## config.mk

```make
export PLATFORM = sky130hd
export DESIGN_NAME = seed_to_charset_string_unit
export DESIGN_NICKNAME = d
export VERILOG_FILES = /design/src/hw/rtl/stcs_pkg.sv /design/src/hw/rtl/stcs_divider.sv /design/src/hw/rtl/stcs_symbol_ram.sv /design/src/hw/rtl/seed_to_charset_string_unit.sv
export SDC_FILE = /design/constraint.sdc
export NUM_CORES = 2
export LEC_CHECK = 0
export ABC_AREA = 1
export BUFFER_PORTS_ARGS = -buffer_cell sky130_fd_sc_hd__buf_2
export CORE_MARGIN = 1.5
export CORE_UTILIZATION = 40
export DETAILED_ROUTE_END_ITERATION = 8
export HOLD_SLACK_MARGIN = 0.03
export PLACE_DENSITY_LB_ADDON = 0.3
export SLEW_MARGIN = 20
export SYNTH_ARGS = -nofsm -noshare
export SYNTH_HDL_FRONTEND = slang
export SYNTH_SLANG_ARGS = --single-unit
```

## constraint.sdc

```tcl
create_clock -name clock -period 4.9 [get_ports clock]
set_input_delay 0.49 -clock clock [delete_from_list [all_inputs] [get_ports clock]]
set_output_delay 0.49 -clock clock [all_outputs]
set_load 0.005 [all_outputs]
```

## src/hw/rtl/stcs_pkg.sv

```systemverilog
`default_nettype none

package stcs_pkg;

   localparam int SEED_W  = 64;
   localparam int RADIX_W = 9;
   localparam int LEN_W   = 5;
   localparam int POS_W   = 4;
   localparam int CHAR_W  = 8;
   localparam int INDEX_W = 8;
   localparam int RESULT_CAP = 16;

   localparam logic CMD_LOAD     = 1'b0;
   localparam logic CMD_GENERATE = 1'b1;

   localparam logic REG_SYMBOL_COUNT = 1'b0;
   localparam logic REG_TEXT_LENGTH  = 1'b1;

   localparam logic [RADIX_W-1:0] SYMBOL_COUNT_RESET = 9'd2;
   localparam logic [LEN_W-1:0]   TEXT_LENGTH_RESET  = 5'd8;

   typedef struct packed {
      logic               command;
      logic [INDEX_W-1:0] entry_index;
      logic [CHAR_W-1:0]  entry_char;
      logic [SEED_W-1:0]  first_seed;
      logic [SEED_W-1:0]  second_seed;
   } req_type;

   typedef struct packed {
      logic [CHAR_W-1:0] out_char;
      logic [POS_W-1:0]  char_position;
      logic              last_char;
   } rsp_type;

   typedef struct packed {
      logic [SEED_W-1:0]  quotient;
      logic [RADIX_W-1:0] remainder;
   } div_result_type;

endpackage

`default_nettype wire

```

## src/hw/rtl/stcs_divider.sv

```systemverilog
`default_nettype none

module stcs_divider (
   input  wire logic                          clock,
   input  wire logic                          reset,
   input  wire logic                          start,
   input  wire logic [stcs_pkg::SEED_W-1:0]   dividend,
   input  wire logic [stcs_pkg::RADIX_W-1:0]  divisor,
   output logic                               done,
   output stcs_pkg::div_result_type           result
);

   localparam int CNT_W = $clog2(stcs_pkg::SEED_W);

   logic                          busy_ff, busy_in;
   logic                          done_ff, done_in;
   logic [CNT_W-1:0]              count_ff, count_in;
   logic [stcs_pkg::SEED_W-1:0]   quo_ff, quo_in;
   logic [stcs_pkg::RADIX_W-1:0]  rem_ff, rem_in;
   logic [stcs_pkg::RADIX_W-1:0]  divisor_ff, divisor_in;
   logic [stcs_pkg::RADIX_W:0]    rem_shift;
   logic [stcs_pkg::RADIX_W:0]    rem_diff;
   logic                          fits;

   // one quotient bit per cycle, msb first
   always_comb begin
      rem_shift = {rem_ff, quo_ff[stcs_pkg::SEED_W-1]};
      rem_diff  = rem_shift - {1'b0, divisor_ff};
      fits      = rem_shift >= {1'b0, divisor_ff};
   end

   always_comb begin
      busy_in    = busy_ff;
      done_in    = 1'b0;
      count_in   = count_ff;
      quo_in     = quo_ff;
      rem_in     = rem_ff;
      divisor_in = divisor_ff;
      if (start) begin
         busy_in    = 1'b1;
         count_in   = CNT_W'(stcs_pkg::SEED_W - 1);
         quo_in     = dividend;
         rem_in     = '0;
         divisor_in = divisor;
      end else if (busy_ff) begin
         quo_in   = {quo_ff[stcs_pkg::SEED_W-2:0], fits};
         rem_in   = fits ? rem_diff[stcs_pkg::RADIX_W-1:0]
                         : rem_shift[stcs_pkg::RADIX_W-1:0];
         count_in = count_ff - 1'b1;
         if (count_ff == '0) begin
            busy_in = 1'b0;
            done_in = 1'b1;
         end
      end
   end

   always_ff @(posedge clock) begin
      if (reset) begin
         busy_ff  <= 1'b0;
         done_ff  <= 1'b0;
         count_ff <= '0;
      end else begin
         busy_ff  <= busy_in;
         done_ff  <= done_in;
         count_ff <= count_in;
      end
   end

   always_ff @(posedge clock) begin
      quo_ff     <= quo_in;
      rem_ff     <= rem_in;
      divisor_ff <= divisor_in;
   end

   assign done             = done_ff;
   assign result.quotient  = quo_ff;
   assign result.remainder = rem_ff;

endmodule

`default_nettype wire

```

## src/hw/rtl/stcs_symbol_ram.sv

```systemverilog
`default_nettype none

module stcs_symbol_ram #(
   parameter int DEPTH = 256,
   localparam int AW = (DEPTH > 1) ? $clog2(DEPTH) : 1
) (
   input  wire logic                         clock,
   input  wire logic                         wr_en,
   input  wire logic [AW-1:0]                wr_addr,
   input  wire logic [stcs_pkg::CHAR_W-1:0]  wr_data,
   input  wire logic                         rd_en,
   input  wire logic [AW-1:0]                rd_addr,
   output logic [stcs_pkg::CHAR_W-1:0]       rd_data
);

   logic [stcs_pkg::CHAR_W-1:0] mem [DEPTH];
   logic [stcs_pkg::CHAR_W-1:0] rd_data_ff;

   always_ff @(posedge clock) begin
      if (wr_en) begin
         mem[wr_addr] <= wr_data;
      end
   end

   always_ff @(posedge clock) begin
      if (rd_en) begin
         rd_data_ff <= mem[rd_addr];
      end
   end

   assign rd_data = rd_data_ff;

endmodule

`default_nettype wire

```

## src/hw/rtl/seed_to_charset_string_unit.sv

```systemverilog
// channel   direction  payload               transfer when
// req       in         stcs_pkg::req_type    req_valid && !req_stall
// rsp       out        stcs_pkg::rsp_type    rsp_valid && !rsp_stall
// csr       in         index, 9-bit data     csr_write_enable
//
// a load writes the symbol table entry it names; a generate produces each character with
// a 64-bit bit-serial division, a result step and a table read, in that order
// reset is synchronous; the symbol table is not cleared
// req is stalled while a string is being produced; a stalled rsp holds the
// sequencer in its emit step until the pending character is taken
`default_nettype none

module seed_to_charset_string_unit #(
   parameter int MAX_TEXT_LEN = 16,
   parameter int TABLE_DEPTH  = 256
) (
   input  wire logic                          clock,
   input  wire logic                          reset,
   input  wire logic                          req_valid,
   output logic                               req_stall,
   input  wire stcs_pkg::req_type             req_data,
   output logic                               rsp_valid,
   input  wire logic                          rsp_stall,
   output stcs_pkg::rsp_type                  rsp_data,
   input  wire logic                          csr_write_enable,
   input  wire logic                          csr_index,
   input  wire logic [stcs_pkg::RADIX_W-1:0]  csr_write_data
);

   localparam int AW = (TABLE_DEPTH > 1) ? $clog2(TABLE_DEPTH) : 1;
   localparam int LEN_CAP = (MAX_TEXT_LEN < stcs_pkg::RESULT_CAP) ? MAX_TEXT_LEN
                                                                  : stcs_pkg::RESULT_CAP;
   localparam logic [stcs_pkg::RADIX_W-1:0] DEPTH_RADIX = stcs_pkg::RADIX_W'(TABLE_DEPTH);
   localparam logic [stcs_pkg::RADIX_W-1:0] ADDR_MASK =
      stcs_pkg::RADIX_W'(TABLE_DEPTH - 1);

   typedef enum logic [2:0] {
      ST_IDLE   = 3'b001,
      ST_DIVIDE = 3'b010,
      ST_EMIT   = 3'b100
   } state_type;

   state_type                       state_ff, state_in;
   logic [stcs_pkg::RADIX_W-1:0]    symbol_count_ff, symbol_count_in;
   logic [stcs_pkg::LEN_W-1:0]      text_length_ff, text_length_in;
   logic [stcs_pkg::RADIX_W-1:0]    radix_ff, radix_in;
   logic [stcs_pkg::LEN_W-1:0]      len_ff, len_in;
   logic [stcs_pkg::POS_W-1:0]      pos_ff, pos_in;
   logic [stcs_pkg::SEED_W-1:0]     value_ff, value_in;
   logic [stcs_pkg::SEED_W-1:0]     reload_ff, reload_in;
   logic                            rsp_valid_ff, rsp_valid_in;
   stcs_pkg::rsp_type               rsp_data_ff, rsp_data_in;

   logic                            req_accept;
   logic [stcs_pkg::RADIX_W-1:0]    radix_clamped;
   logic [stcs_pkg::LEN_W-1:0]      len_clamped;
   logic                            div_start;
   logic [stcs_pkg::SEED_W-1:0]     div_dividend;
   logic                            div_done;
   stcs_pkg::div_result_type        div_result;
   logic [stcs_pkg::RADIX_W-1:0]    rem_masked;
   logic                            ram_wr_en;
   logic                            ram_rd_en;
   logic [stcs_pkg::CHAR_W-1:0]     ram_rd_data;
   logic                            last_step;
   logic                            out_free;

   always_comb begin
      symbol_count_in = symbol_count_ff;
      text_length_in  = text_length_ff;
      if (csr_write_enable) begin
         case (csr_index)
            stcs_pkg::REG_SYMBOL_COUNT: symbol_count_in = csr_write_data;
            stcs_pkg::REG_TEXT_LENGTH:  text_length_in  = csr_write_data[stcs_pkg::LEN_W-1:0];
            default: ;
         endcase
      end
   end

   always_comb begin
      radix_clamped = symbol_count_ff;
      if (symbol_count_ff < 9'd2) begin
         radix_clamped = 9'd2;
      end else if (symbol_count_ff > DEPTH_RADIX) begin
         radix_clamped = DEPTH_RADIX;
      end
      len_clamped = text_length_ff;
      if (text_length_ff > stcs_pkg::LEN_W'(LEN_CAP)) begin
         len_clamped = stcs_pkg::LEN_W'(LEN_CAP);
      end
   end

   assign req_stall  = state_ff != ST_IDLE;
   assign req_accept = req_valid && !req_stall;
   assign ram_wr_en  = req_accept && req_data.command == stcs_pkg::CMD_LOAD
                       && {1'b0, req_data.entry_index} < DEPTH_RADIX;
   assign rem_masked = div_result.remainder & ADDR_MASK;
   assign last_step  = ({1'b0, pos_ff} + 5'd1) == len_ff;
   assign out_free   = !rsp_valid_ff || !rsp_stall;

   always_comb begin
      state_in     = state_ff;
      radix_in     = radix_ff;
      len_in       = len_ff;
      pos_in       = pos_ff;
      value_in     = value_ff;
      reload_in    = reload_ff;
      rsp_valid_in = rsp_valid_ff && rsp_stall;
      rsp_data_in  = rsp_data_ff;
      div_start    = 1'b0;
      div_dividend = value_ff;
      ram_rd_en    = 1'b0;
      case (state_ff)
         ST_IDLE: begin
            if (req_accept && req_data.command == stcs_pkg::CMD_GENERATE) begin
               radix_in  = radix_clamped;
               len_in    = len_clamped;
               pos_in    = '0;
               reload_in = req_data.second_seed;
               if (len_clamped != '0) begin
                  div_start    = 1'b1;
                  div_dividend = req_data.first_seed;
                  state_in     = ST_DIVIDE;
               end
            end
         end
         ST_DIVIDE: begin
            if (div_done) begin
               ram_rd_en = 1'b1;
               value_in  = (div_result.quotient < {55'd0, radix_ff}) ? reload_ff
                                                                   : div_result.quotient;
               state_in  = ST_EMIT;
            end
         end
         ST_EMIT: begin
            if (out_free) begin
               rsp_valid_in              = 1'b1;
               rsp_data_in.out_char      = ram_rd_data;
               rsp_data_in.char_position = pos_ff;
               rsp_data_in.last_char     = last_step;
               if (last_step) begin
                  state_in = ST_IDLE;
               end else begin
                  pos_in    = pos_ff + 1'b1;
                  div_start = 1'b1;
                  state_in  = ST_DIVIDE;
               end
            end
         end
         default: begin
            state_in = ST_IDLE;
         end
      endcase
   end

   always_ff @(posedge clock) begin
      if (reset) begin
         state_ff        <= ST_IDLE;
         symbol_count_ff <= stcs_pkg::SYMBOL_COUNT_RESET;
         text_length_ff  <= stcs_pkg::TEXT_LENGTH_RESET;
         rsp_valid_ff    <= 1'b0;
      end else begin
         state_ff        <= state_in;
         symbol_count_ff <= symbol_count_in;
         text_length_ff  <= text_length_in;
         rsp_valid_ff    <= rsp_valid_in;
      end
   end

   always_ff @(posedge clock) begin
      radix_ff    <= radix_in;
      len_ff      <= len_in;
      pos_ff      <= pos_in;
      value_ff    <= value_in;
      reload_ff   <= reload_in;
      rsp_data_ff <= rsp_data_in;
   end

   stcs_divider u_divider (
      .clock    (clock),
      .reset    (reset),
      .start    (div_start),
      .dividend (div_dividend),
      .divisor  (radix_in),
      .done     (div_done),
      .result   (div_result)
   );

   stcs_symbol_ram #(
      .DEPTH (TABLE_DEPTH)
   ) u_symbol_ram (
      .clock   (clock),
      .wr_en   (ram_wr_en),
      .wr_addr (req_data.entry_index[AW-1:0]),
      .wr_data (req_data.entry_char),
      .rd_en   (ram_rd_en),
      .rd_addr (rem_masked[AW-1:0]),
      .rd_data (ram_rd_data)
   );

   assign rsp_valid = rsp_valid_ff;
   assign rsp_data  = rsp_data_ff;

endmodule

`default_nettype wire
```

Word level (Yosys, flattened, before mapping)

Memories as Yosys holds them, arrays and structs flattened. A register that Yosys moved wholly into a read port is not among the register bits.
Index checks and enable logic that the tools add are counted.
W data, S select, Z words.

Memory bits (read-only): 0
Latch bits: 0
Input port bits: 160
Output and inout bits: 15
Memories: 1
Flip-flop bits (word level): 267
Memory bits (writable): 2048
Word-level logic and storage cells: 100

Shifts and indexed selects: 0
Add/subtract/negate cells: 4
Divide/modulo/power cells: 0
Order comparisons: 5
Multipliers: 0
Equal/unequal tests: 10
Multiplexer cells: 39
Reductions and logical operators: 20
Bitwise operators: 3

Memories:

| name             | words | bits a word | read ports | clocked after Yosys merged registers in | write ports | RTL line              | RTL |
|---|---|---|---|---|---|---|---|
| u_symbol_ram.mem | 256   | 8           | 1          | 1                                       | 1           | stcs_symbol_ram.sv:16 | `logic [stcs_pkg::CHAR_W-1:0] mem [DEPTH];` |

Operators with widths:

| operator              | number |
|---|---|
| $mux W64              | 6 |
| $lt A64 B9 Y1         | 1 |
| $mux W9               | 5 |
| $mux W1               | 14 |
| $mux W3               | 4 |
| $mux W4               | 3 |
| $mux W6               | 2 |
| $ge A10 B9 Y1         | 1 |
| $reduce_and A2 Y1     | 5 |
| $gt A9 B9 Y1 const B  | 1 |
| $lt A9 B2 Y1 const B  | 1 |
| $pmux W3 S3           | 1 |
| $sub A9 B9 Y9         | 1 |
| $ne A2 B2 Y1 const B  | 4 |
| $pmux W4 S2           | 1 |
| $reduce_and A4 Y1     | 2 |
| $logic_not A6 Y1      | 1 |
| $sub A6 B1 Y6 const B | 1 |
| $add A4 B1 Y5 const B | 1 |
| $eq A5 B5 Y1          | 1 |
| $gt A5 B5 Y1 const B  | 1 |
| $mux W5               | 1 |
| $reduce_bool A5 Y1    | 1 |
| $add A4 B1 Y4 const B | 1 |
| other kinds (13)      | 21 |

Logic depth before layout (Yosys ltp)

Word-level depth: 7
Depth in mapped cells: 17
Depth with buffers taken out: 13

Cells and area by module

From an unflattened synthesis, not the netlist that was laid out.

Cell total of the unflattened synthesis: 8313
Area, all modules: 95666.8 um^2

By module, submodules not included:

| module                      | sequential area each (um^2) | cells an instance | times used | area an instance (um^2) |
|---|---|---|---|---|
| stcs_symbol_ram             | 61739.2                     | 7003              | 1          | 83476.3 |
| seed_to_charset_string_unit | 5044.8                      | 830               | 1          | 7922.6 |
| stcs_divider                | 2532.4                      | 480               | 1          | 4267.8 |

Least setup slack after synthesis

OpenSTA, ideal clock, no wires.

Kind: reg-to-reg
Start: register state_ff[0]
End: register u_divider.divisor_ff[0] in the netlist's numbering (data pin)
Arrival time: 3.179 ns
Setup time: 0.383 ns
Path slack: 1.338 ns
Cell stages (with the launch flop): 9
Path buffers: 1
Clock period less this slack: 3.562 ns
Required time: 4.517 ns
Cells stage by stage: dfxtp_1 inv_1 nor3_2 inv_2 nor2_2 nand2_2 inv_1 clkbuf_1 o21ai_0

Word-level cells in the longest chain between the ends: 6
Elaborated cells between the ends (all ways): 7
Those cells by class: eq/ne (2); mux (2); reduce/logical (3)

RTL lines:

| element                | RTL line                           | RTL |
|---|---|---|
| from (decl)            | seed_to_charset_string_unit.sv:43  | `state_type state_ff, state_in;` |
| from (signal assigned) | seed_to_charset_string_unit.sv:163 | `state_ff <= state_in;` |
| $ne A3 B1 Y1           | seed_to_charset_string_unit.sv:93  | `assign req_stall = state_ff != ST_IDLE;` |
| via req_stall          | seed_to_charset_string_unit.sv:20  | `output logic req_stall,` |
| $logic_not A1 Y1       | seed_to_charset_string_unit.sv:94  | `assign req_accept = req_valid && !req_stall;` |
| $logic_and A1 B1 Y1    | seed_to_charset_string_unit.sv:94  |  |
| $logic_and A1 B1 Y1    | seed_to_charset_string_unit.sv:115 | `if (req_accept && req_data.command == stcs_pkg::CMD_GENERATE) begin` |
| $mux W9                | seed_to_charset_string_unit.sv:115 |  |
| $mux W9                | seed_to_charset_string_unit.sv:113 | `case (state_ff)` |
| via radix_in (one bit) | seed_to_charset_string_unit.sv:46  | `logic [stcs_pkg::RADIX_W-1:0] radix_ff, radix_in;` |
| to (signal assigned)   | stcs_divider.sv:72                 | `divisor_ff <= divisor_in;` |
| to (decl)              | stcs_divider.sv:20                 | `logic [stcs_pkg::RADIX_W-1:0] divisor_ff, divisor_in;` |

The timed path passes the listed nets, and every way through them passes these cells.
A chain may end at the register's enable or synchronous reset.

Worst setup path after layout

Start: register state_ff[0]
End: memory u_symbol_ram.mem[201][0] in the netlist's numbering, enable pin

Word-level cells in the longest chain between the ends: 6

RTL lines:

| element                       | RTL line                          | RTL |
|---|---|---|
| $ne A3 B1 Y1                  | seed_to_charset_string_unit.sv:93 |  |
| $logic_not A1 Y1              | seed_to_charset_string_unit.sv:94 |  |
| $logic_and A1 B1 Y1           | seed_to_charset_string_unit.sv:94 |  |
| $logic_and A1 B1 Y1           | seed_to_charset_string_unit.sv:95 | `assign ram_wr_en = req_accept && req_data.command == stcs_pkg::CMD_LOAD` |
| $mux W1                       | stcs_symbol_ram.sv:20             | `if (wr_en) begin` |
| $mux W1 (implied by the code) | stcs_symbol_ram.sv:21             | `mem[wr_addr] <= wr_data;` |
| to (decl)                     | stcs_symbol_ram.sv:16             |  |

Every way passes these cells.

==> results.yml <==
cts:
  cts_setup_buffers: 0
  clkSlewWorstSetupHoldPaths_ps: 70
  clock-sinks: 2323
  cts-resized-gates: 0
  cts_buffers: 222
  htree_levels: 4
  clk_latency_ps: 880
  cts.hold.buffers_added: 148
  cts_tree: "done"
  clockBufferDepth: 3
  clockRootBuffer: "clkbuf_16"
synth:
  ys_seq_area_share_pct: 73.3
  yosysTopAreaCell: "edfxtp_1"
  synth_xor_xnor_area_share_pct: 0.139
  synthSimpleGateAreaFrac_pct: 22.1
  ys.flop_type: "edfxtp_1"
  syn_area_per_cell_um2: 11.9
  synth_cells: 7985
  synthArstFlopShare_pct: 0
  synth-seq-cells: 2323
  yosysMostFrequentCell: "nand2_1"
  syn-cell-area_um2: 94600
  synth_top_cells_by_area: "edfxtp_1, nand3_1, nand2_1"
  ys_types: 42
  ys_warn_count: 0
  synth_mux_area_share_pct: 0
  synth_edf_count: 2279
  yosys.area_share.adder_pct: 0.286
  synth_nets: 8166
  synth_compound_area_share_pct: 1.23
  yosys-top-cells-count: "nand2_1, edfxtp_1, nand3_1"
  synth_top_family_by_area: "simple AND/OR/NAND/NOR gates"
  synth_top_area_share_pct: 72.3
job:
  drv_cap: 0
die:
  initial_utilization_pct: 40.2
  die_area_um2: 240000
  io_pins: 175
  fp.dieW_um: 489
  core-area_um2: 235000
  die_h_um: 489
  rows: 178
worst_setup_path:
  cp_max_fo: 16
  critPathTopFamily: "simple AND/OR/NAND/NOR gates"
  worstPathBufferInverterCount: 3
  slowest_delay_ps: 720
  cp.arrival_ps: 3880
  cp-end-kind: "flip-flop"
  worstPathRequired_ps: 5390
  crit_cells: 8
  r2r_cells: 8
  regToRegSetupSlack_ps: 1510
  cp-start-kind: "flip-flop"
  critPathSlowestCell: "nor2_1"
  crit_chain: "inv_1 > nor3_2 > inv_2 > nor3_2 > inv_1 > nor3_4 > nand2_2 > nor2_1"
  critPathKind: "flip-flop to flip-flop"
drt:
  wirelength_um: 260000
  remaining_drc_errors: 0
  wl_per_cell_um: 22.7
  vias_per_cell: 5.46
  antenna_left: 0
  first_pass_iters: 6
  drtIter0Drc: 6791
  vias: 62500
  met3_length_um: 22000
  routed.top_layer: "met4"
  met1Wirelength_um: 109000
  met2WireLength_um: 121000
timing:
  worst_pin_slew_ps: 1120
  final-max-slew-violation-count: 0
  finalSetupTns_ps: 0
  rsz0062_at_grt: "false"
  clock_skew_ps: 37.8
  setup_violations: 0
  fmax_mhz: 295
  relSlewSlack_pct: 25.1
  hold_viol: 0
  fin_crit_sh_pct: 69.1
  fin_crit_ps: 3390
  setup_ws_ps: 1510
  timing.hold.ws_ps: 73.8
power_and_ir_drop:
  p_leak_uw: 0.0370
  vdd_drop_max_mv: 0.498
  power_density_nw_per_um2: 515
cells_and_area:
  area.sequential_um2: 69300
  fillers: 21100
  multi_input_area_um2: 22500
  area_growth_pct: 13.1
  nNetsFinal: 8285
  drive_gt1_share_pct: 8.39
global_route:
  grt_max_degree: 203
  antenna_found_initial: 9
  first_global_vias: 60000
  overflow: 0
  track_usage_pct: 21.3
  grt_pass1_wl_um: 382000
place:
  place_congestion: 0.851
  pre_cts_ws_ps: 1540
  place_hpwl_um: 148000
  io_buffers: 174
min_path:
  min_path_type: "input port to flip-flop"
  hold_depth: 1
status:
  outcome: "complete, no violations"
worst paths after layout:
| path | from | end |
|---|---|---|
| setup / recovery | state_ff[0] | u_symbol_ram.mem[201][0] |
| hold / removal | req_data[129] | u_symbol_ram.mem[103][1] |
| setup reg to reg | state_ff[0] | u_symbol_ram.mem[201][0] |
| hold reg to reg | u_divider.rem_ff[8] | u_divider.rem_ff[8] |
cell families after synthesis:
group,count (synthesis)
buffers and inverters,625
adder cells (fa/ha/maj),21
AO/OA/AOI/OAI,180
flip-flops,2323
AND/OR/NAND/NOR,4821
XOR/XNOR,15
flip-flops by register name, summed over array words and instances (netlist names):
name,cells
u_symbol_ram.rd_data,8
u_divider.busy_ff,1
u_divider.done,1
text_length_ff,5
u_divider.count_ff,6
u_divider.quo_ff,64
u_symbol_ram.mem,2048
u_divider.rem_ff,9
value_ff,64
reload_ff,64
pos_ff,4
symbol_count_ff,9
u_divider.divisor_ff,9
rsp_valid,1
state_ff,3
radix_ff,9
rsp_data,13
len_ff,5
cells in the final DEF (no fill, tap or decap), types with 42 or more instances in the layout:
cell type	n
nand2_1	2306
buf_4	64
inv_1	82
nor2_1	376
dlygate4sd3_1	148
clkbuf_16	223
buf_2	166
clkbuf_1	43
clkinv_2	42
clkinv_1	63
edfxtp_1	2279
nand3_1	2065
a31oi_1	65
metrics by stage:
stage	cell area [um^2]	cells	total power, uW	utilization (%)
global route	107000	11400	57500	45.5
floorplan	94600	7985	32900	-
finish	107000	11500	55100	45.5
CTS	107000	11400	55200	45.5
global placement	98400	10900	38200	41.8
detailed placement	98400	10900	38300	41.8
power breakdown:
| group | leakage (uW) | switching (uW) | internal [uW] |
|---|---|---|---|
| logic | 0.0126 | 11400 | 4340 |
| registers | 0.0209 | 358 | 22100 |
| clock network | 0.00348 | 7470 | 9500 |
| total | 0.0370 | 19200 | 36000 |
cell type report:
cell class / instances / area share [%]
diodes: 9 / 0.0210
clock buffers: 268 / 5.39
clock inverters: 146 / 1.31
inverters: 95 / 0.369
multi-input cells: 5037 / 21.0
flip-flops and latches: 2323 / 64.8
well taps: 3150 / 3.68
repair buffers: 425 / 3.44
metal layers:
| metal | vias to the layer above | global-route usage [%] |
|---|---|---|
| li1 | 28600 | - |
| met1 | 30700 | 29.4 |
| met2 | 2807 | 34.2 |
| met3 | 368 | 3.48 |
| met4 | 0 | 7.05 |
| met5 | - | 0 |
worst register-to-register path, cell delays in order (launching register included):
cell     delay, ps
dfxtp_1        350
inv_1           80
nor3_2         150
inv_2          110
nor3_2         280
inv_1          420
nor3_4         470
nand2_2        400
nor2_1         730
Note: power is estimated with default switching activity, not from simulation.
